### config.mk
export PLATFORM = sky130hd
export DESIGN_NAME = keyword_token_counter_core
export DESIGN_NICKNAME = d
export VERILOG_FILES = /design/src/rtl/kwtc_pkg.sv /design/src/rtl/keyword_token_counter_core.sv /design/src/rtl/kwtc_match.sv
export SDC_FILE = /design/constraint.sdc
export NUM_CORES = 1
export LEC_CHECK = 0
export ABC_CLOCK_PERIOD_IN_PS = 6950
export BUFFER_PORTS_ARGS = -buffer_cell sky130_fd_sc_hd__buf_2
export CAP_MARGIN = 20
export CORE_ASPECT_RATIO = 1.75
export CORE_MARGIN = 2
export CORE_UTILIZATION = 50
export CTS_BUF_LIST = sky130_fd_sc_hd__clkbuf_16
export DETAILED_ROUTE_END_ITERATION = 10
export PLACE_DENSITY = 0.75
export RECOVER_POWER = 100
export SYNTH_ARGS = -nofsm -noshare
export SYNTH_HDL_FRONTEND = slang
export SYNTH_SLANG_ARGS = --single-unit
### constraint.sdc
create_clock -name clk_i -period 6.95 [get_ports clk_i]
set_input_delay 0.695 -clock clk_i [delete_from_list [all_inputs] [get_ports clk_i]]
set_output_delay 0.695 -clock clk_i [all_outputs]
set_load 0.01 [all_outputs]
### src/rtl/kwtc_pkg.sv
// Shared types, constants and helpers for the keyword token counter.
// No dependencies; imported by kwtc_match and keyword_token_counter_core.
package kwtc_pkg;

  localparam int unsigned NumKeywords = 4;
  localparam int unsigned MaxWordLen  = 8;
  localparam int unsigned KeyRegs     = 4;
  localparam int unsigned CharW       = 8;
  localparam int unsigned KeyW        = CharW * MaxWordLen;
  localparam int unsigned LenW        = 4;
  localparam int unsigned LensW       = LenW * KeyRegs;
  localparam int unsigned CntW        = 32;
  localparam int unsigned MatchW      = 3;
  localparam int unsigned InUseW      = 3;
  localparam int unsigned CfgIdxW     = 3;
  localparam int unsigned CfgDataW    = KeyW;
  localparam int unsigned PosW        = $clog2(MaxWordLen) > 0 ? $clog2(MaxWordLen) : 1;
  localparam int unsigned ActiveKeys  = NumKeywords < KeyRegs ? NumKeywords : KeyRegs;

  localparam logic [CharW-1:0] ChSpace    = 8'h20;
  localparam logic [CharW-1:0] ChPeriod   = 8'h2E;
  localparam logic [CharW-1:0] ChComma    = 8'h2C;
  localparam logic [CharW-1:0] ChQuestion = 8'h3F;
  localparam logic [CharW-1:0] ChExclaim  = 8'h21;
  localparam logic [CharW-1:0] ChNewline  = 8'h0A;
  localparam logic [CharW-1:0] ChNul      = 8'h00;

  localparam logic [LenW-1:0]   MaxLen     = LenW'(MaxWordLen);
  localparam logic [LenW-1:0]   OverLen    = LenW'(MaxWordLen + 1);
  localparam logic [InUseW-1:0] ActiveMax  = InUseW'(ActiveKeys);

  typedef enum logic [CfgIdxW-1:0] {
    CFG_KEY_A   = 3'd0,
    CFG_KEY_B   = 3'd1,
    CFG_KEY_C   = 3'd2,
    CFG_KEY_D   = 3'd3,
    CFG_LENGTHS = 3'd4,
    CFG_IN_USE  = 3'd5
  } cfg_idx_e;

  typedef logic [KeyW-1:0] key_t;

  // Result of one pass of the keyword comparators
  typedef struct packed {
    logic [KeyRegs-1:0] still_next;
    logic [MatchW-1:0]  match_cnt;
  } match_t;

  function automatic logic is_delim(input logic [CharW-1:0] c);
    is_delim = (c == ChSpace) || (c == ChPeriod) || (c == ChComma) ||
               (c == ChQuestion) || (c == ChExclaim);
  endfunction

endpackage

### src/rtl/keyword_token_counter_core.sv
// Keyword token counter: top level with config registers, token state and counters.
// Depends on kwtc_pkg and kwtc_match.
// Each accepted byte gives one result item, registered and valid in the next cycle.
// Throughput: one byte per cycle; the single result register is refilled on the
// cycle it is taken, so the input stalls only while a result waits unread.
// Reset: asynchronous, active low; clears counters, token state and configuration.
module keyword_token_counter_core (
  input  logic                          clk_i,
  input  logic                          rst_ni,
  input  logic                          cfg_we_i,
  input  logic [kwtc_pkg::CfgIdxW-1:0]  cfg_idx_i,
  input  logic [kwtc_pkg::CfgDataW-1:0] cfg_wdata_i,
  input  logic                          s_axis_tvalid_i,
  output logic                          s_axis_tready_o,
  input  logic [7:0]                    s_axis_tdata_i,  // [7:0] char_in
  output logic                          m_axis_tvalid_o,
  input  logic                          m_axis_tready_i,
  // [31:0] total_tokens, [63:32] keyword_hits, [95:64] other_tokens,
  // [96] token_ended, [99:97] matches_now, [103:100] zero
  output logic [103:0]                  m_axis_tdata_o
);
  import kwtc_pkg::*;

  key_t               keys_q [KeyRegs];
  logic [LensW-1:0]   key_lens_q;
  logic [InUseW-1:0]  in_use_q;

  logic [LenW-1:0]    tok_len_q, tok_len_d;
  logic [KeyRegs-1:0] still_q, still_d;
  logic [CntW-1:0]    tok_total_q, tok_total_d;
  logic [CntW-1:0]    hit_total_q, hit_total_d;
  logic               muted_q, muted_d;
  logic               out_valid_q;
  logic               ended_q, ended_d;
  logic [MatchW-1:0]  matches_q, matches_d;

  logic [CharW-1:0]   ch;
  logic               in_acc;
  logic [CntW:0]      tok_sum, hit_sum;
  logic [CntW-1:0]    other;
  match_t             match;

  assign ch              = s_axis_tdata_i[CharW-1:0];
  assign s_axis_tready_o = ~out_valid_q | m_axis_tready_i;
  assign in_acc          = s_axis_tvalid_i & s_axis_tready_o;

  kwtc_match u_match (
    .char_i     (ch),
    .tok_len_i  (tok_len_q),
    .still_i    (still_q),
    .keys_i     (keys_q),
    .key_lens_i (key_lens_q),
    .in_use_i   (in_use_q),
    .match_o    (match)
  );

  assign tok_sum = {1'b0, tok_total_q} + (CntW+1)'(1);
  assign hit_sum = {1'b0, hit_total_q} + (CntW+1)'(match.match_cnt);

  always_comb begin
    tok_len_d   = tok_len_q;
    still_d     = still_q;
    tok_total_d = tok_total_q;
    hit_total_d = hit_total_q;
    muted_d     = muted_q;
    ended_d     = 1'b0;
    matches_d   = '0;
    if (ch == ChNewline) begin
      tok_len_d = '0;
      still_d   = '1;
      muted_d   = 1'b0;
    end else if (muted_q) begin
      // ignore the rest of the line
    end else if (ch == ChNul) begin
      tok_len_d = '0;
      still_d   = '1;
      muted_d   = 1'b1;
    end else if (is_delim(ch)) begin
      ended_d     = 1'b1;
      matches_d   = match.match_cnt;
      tok_total_d = tok_sum[CntW] ? '1 : tok_sum[CntW-1:0];
      hit_total_d = hit_sum[CntW] ? '1 : hit_sum[CntW-1:0];
      tok_len_d   = '0;
      still_d     = '1;
    end else if (tok_len_q < MaxLen) begin
      still_d   = match.still_next;
      tok_len_d = tok_len_q + LenW'(1);
    end else begin
      tok_len_d = OverLen;
    end
  end

  always_ff @(posedge clk_i or negedge rst_ni) begin
    if (!rst_ni) begin
      for (int k = 0; k < KeyRegs; k++) begin
        keys_q[k] <= '0;
      end
      key_lens_q <= '0;
      in_use_q   <= '0;
    end else if (cfg_we_i) begin
      case (cfg_idx_i)
        CFG_KEY_A:   keys_q[0]  <= cfg_wdata_i[KeyW-1:0];
        CFG_KEY_B:   keys_q[1]  <= cfg_wdata_i[KeyW-1:0];
        CFG_KEY_C:   keys_q[2]  <= cfg_wdata_i[KeyW-1:0];
        CFG_KEY_D:   keys_q[3]  <= cfg_wdata_i[KeyW-1:0];
        CFG_LENGTHS: key_lens_q <= cfg_wdata_i[LensW-1:0];
        CFG_IN_USE:  in_use_q   <= cfg_wdata_i[InUseW-1:0];
        default: ;
      endcase
    end
  end

  always_ff @(posedge clk_i or negedge rst_ni) begin
    if (!rst_ni) begin
      tok_len_q   <= '0;
      still_q     <= '1;
      tok_total_q <= '0;
      hit_total_q <= '0;
      muted_q     <= 1'b0;
      out_valid_q <= 1'b0;
      ended_q     <= 1'b0;
      matches_q   <= '0;
    end else begin
      if (in_acc) begin
        tok_len_q   <= tok_len_d;
        still_q     <= still_d;
        tok_total_q <= tok_total_d;
        hit_total_q <= hit_total_d;
        muted_q     <= muted_d;
        ended_q     <= ended_d;
        matches_q   <= matches_d;
        out_valid_q <= 1'b1;
      end else if (m_axis_tready_i) begin
        out_valid_q <= 1'b0;
      end
    end
  end

  // Counters only move on accept, which frees the result slot, so they double as result
  assign other = (tok_total_q > hit_total_q) ? (tok_total_q - hit_total_q) : '0;

  assign m_axis_tvalid_o = out_valid_q;
  assign m_axis_tdata_o  = {4'b0000, matches_q, ended_q, other, hit_total_q, tok_total_q};

endmodule

### src/rtl/kwtc_match.sv
// Parallel keyword comparators: per-keyword byte compare and match count.
// Depends on kwtc_pkg.
module kwtc_match (
  input  logic [kwtc_pkg::CharW-1:0]   char_i,
  input  logic [kwtc_pkg::LenW-1:0]    tok_len_i,
  input  logic [kwtc_pkg::KeyRegs-1:0] still_i,
  input  kwtc_pkg::key_t               keys_i [kwtc_pkg::KeyRegs],
  input  logic [kwtc_pkg::LensW-1:0]   key_lens_i,
  input  logic [kwtc_pkg::InUseW-1:0]  in_use_i,
  output kwtc_pkg::match_t             match_o
);
  import kwtc_pkg::*;

  logic [InUseW-1:0]  active;
  logic [PosW-1:0]    pos;
  logic [KeyRegs-1:0] hit;
  logic               len_ok;

  // Clamp the number of keywords taking part
  assign active = (in_use_i > ActiveMax) ? ActiveMax : in_use_i;
  assign pos    = tok_len_i[PosW-1:0];
  assign len_ok = (tok_len_i <= MaxLen);

  always_comb begin
    match_o.match_cnt = '0;
    for (int k = 0; k < KeyRegs; k++) begin
      match_o.still_next[k] = still_i[k] && (keys_i[k][pos*CharW +: CharW] == char_i);
      hit[k] = still_i[k] && len_ok && (key_lens_i[k*LenW +: LenW] == tok_len_i) &&
               (InUseW'(k) < active);
    end
    for (int k = 0; k < KeyRegs; k++) begin
      match_o.match_cnt = match_o.match_cnt + MatchW'(hit[k]);
    end
  end

endmodule

==> out/metrics.cfg <==
[clock_tree]
cts.clk_slew.worst_paths_ns=0.07
root_buffer=clkbuf_16
cts_setup_buffers=0
cts.sinks=353
holdBufCountCts=0
cts_buffers=35
clock_latency_ns=0.55
h-tree-depth=2
tritoncts=done
cts_resized=0
cts_buffer_depth=3

[run]
maxCapViolations=8

[die]
ios=186
fp.dieH_um=259
core_area_um2=36700
die-area_um2=38700
initial_utilization_pct=50.6
rows=93
chipWidth_um=150

[grt]
grt_max_degree=156
grt_overflow=0
grt_antenna_before_repair=3
grt_pass1_vias=13600
grt_first_pass_wirelength_um=77700
grtUsageTotal_pct=26.4

[worst_setup_path]
cp-end-kind=primary output
critical_path_class=flop to primary output
worstSetupStartpointType=flop
worstPathRequired_ns=6.25
critPathMaxFanout=18
reg2reg_slack_ns=1.52
worstPathArrival_ns=4.89
reg2reg_depth=19

[synth]
syn_area_um2=18500
synth_mux_area_share_pct=26.4
ys_types=67
synth_ff_type=dfrtp_1
yosys.area_share.simple_pct=9.30
synth_edf_count=0
syn_area_per_cell_um2=12.3
synth_seq_area_share_pct=47.7
synthAdderAreaFrac_pct=3.02
synth_cells=1512
synth_compound_area_share_pct=5.68
ys_ff_latch=353
synth-xor-area-share_pct=4.86
synth_top_family_by_area=multiplexers
synthArstFlopShare_pct=100
yosys_warnings=0

[timing]
fin_crit_sh_pct=80.4
worst_slack_ns=1.36
setup_viol=0
rsz0062_at_grt=no
hold_viol_final=0
slew_headroom_pct=-161
drv_slew=541
worst_clock_skew_ns=0.0339
min_period_ns=5.59
fin_hold_ws_ns=0.172
worstMarginPinSlew_ns=3.91
fmax_mhz=179
tns_ns=0

[route]
drt_pre_antenna_iters=5
vias_per_cell=5.98
vias=13000
wl_per_cell_um=23.4
drc=0
drt_wl_total_um=50800
drt_iter0_drc=609
drtAntennaViolNets=0

[cells_and_area]
multiInputGateArea_um2=9130
seqCellArea_um2=8840
layout_common_cells=346 x dfrtp_1, 279 x mux2_2, 111 x clkbuf_1
synthToLayoutAreaGrowth_pct=12.0
layout_commonest_cell=dfrtp_1
nNetsFinal=1792
drive_gt1_share_pct=29.5
n_fill_cell=3128

[power]
p_leak_uw=0.00910
powerDensity_nw_per_um2=297
total_power_uw=6160
peakVddDrop_mv=0.304

[run_status]
status=finished with violations
violations=max-capacitance violations, max-slew violations

[placement]
hpwl_um=37000
portBuffers=181
gp_congestion=1.04
post-place-ws_ns=1.75

[min_path]
min_path_type=input pin to asynchronous set/reset pin

[final cells by class]
type                       count  area share, %
inverter                      54          0.976
sequential                   353           42.6
clock inverter                26           1.19
tap                          475           2.86
timing repair buffer         194           4.09
clock buffer                  36           4.34
multi-input combinational   1031           44.0
antenna                        1         0.0120
[cells by family after synthesis]
logic type / count (synthesis)
mux: 375
fa+ha+maj: 43
buf+inv: 131
simple gates: 342
compound gates: 164
other cells: 1
flops: 353
xor+xnor: 103
[worst max-delay path, cell delays in order, from the launching register on]
cell      delay [ns]
dfrtp_1         0.45
inv_1           0.10
ha_1            0.16
inv_1           0.05
fa_1            0.43
a211oi_1        0.22
o21ai_0         0.21
a31oi_1         0.27
o31ai_1         0.14
a311oi_1        0.56
nor2_1          0.15
o31ai_4         0.65
clkbuf_1        0.63
nor3b_1         0.16
clkbuf_1        0.18
[flip-flops by register name, indices dropped and copies added, names as in the netlist]
signal           count
tok_total_q         32
in_use_q             3
m_axis_tvalid_o      1
matches_q            3
key_lens_q          16
keys_q             256
tok_len_q            4
hit_total_q         32
ended_q              1
still_q              4
muted_q              1
[synth_stat cells (all sizes together), types with 5 or more instances]
cell / number / area (um^2)
buf: 27 / 168
nand3: 41 / 210
o21a: 9 / 67.6
and3: 21 / 136
nand2: 98 / 368
dfrtp: 349 / 8730
clkbuf: 50 / 188
nand2b: 8 / 50.1
nor3: 22 / 131
nand4: 24 / 156
inv: 54 / 203
nor2: 78 / 293
or3: 13 / 81.3
xor2: 63 / 552
a31oi: 13 / 81.3
xnor2: 40 / 350
a21o: 14 / 105
mux2i: 32 / 320
mux2: 279 / 3140
a21oi: 51 / 255
mux4: 64 / 1440
nor4: 11 / 105
or2: 5 / 31.3
nor3b: 5 / 37.5
ha: 40 / 500
o21ai: 41 / 205
[routing by layer]
metal	wire length, um	vias to the layer above	GRT usage (%)
met4	3500	6	16.0
li1	-	5787	-
met2	27700	444	49.4
met3	2720	175	4.07
met1	16800	6572	27.2
met5	42	-	0
[through the flow]
stage | instance area, um^2 | instances | utilization, %
finish | 20800 | 2170 | 56.7
global route | 20800 | 2169 | 56.7
CTS | 21000 | 2169 | 57.3
detailed placement | 19900 | 2107 | 54.2
global placement | 19900 | 2107 | 54.2
floorplan | 18600 | 1515 | -
[worst paths after layout]
path	start	to
worst max-delay path	tok_total_q[0]	m_axis_tdata_o[73]
worst min register to register	still_q[2]	still_q[2]
min in group clk_i	cfg_wdata_i[48]	keys_q[240]
worst min-delay path	rst_ni	keys_q[145]
worst max register to register	tok_len_q[0]	hit_total_q[28]
max in group asynchronous	rst_ni	tok_len_q[0]
[power breakdown]
group / internal (uW) / leakage, uW / switching (uW)
logic: 849 / 0.00423 / 680
clock network: 1100 / 0.000585 / 823
registers: 2430 / 0.00428 / 284
total: 4370 / 0.00910 / 1790
Note: power is estimated with default switching activity, not from simulation.
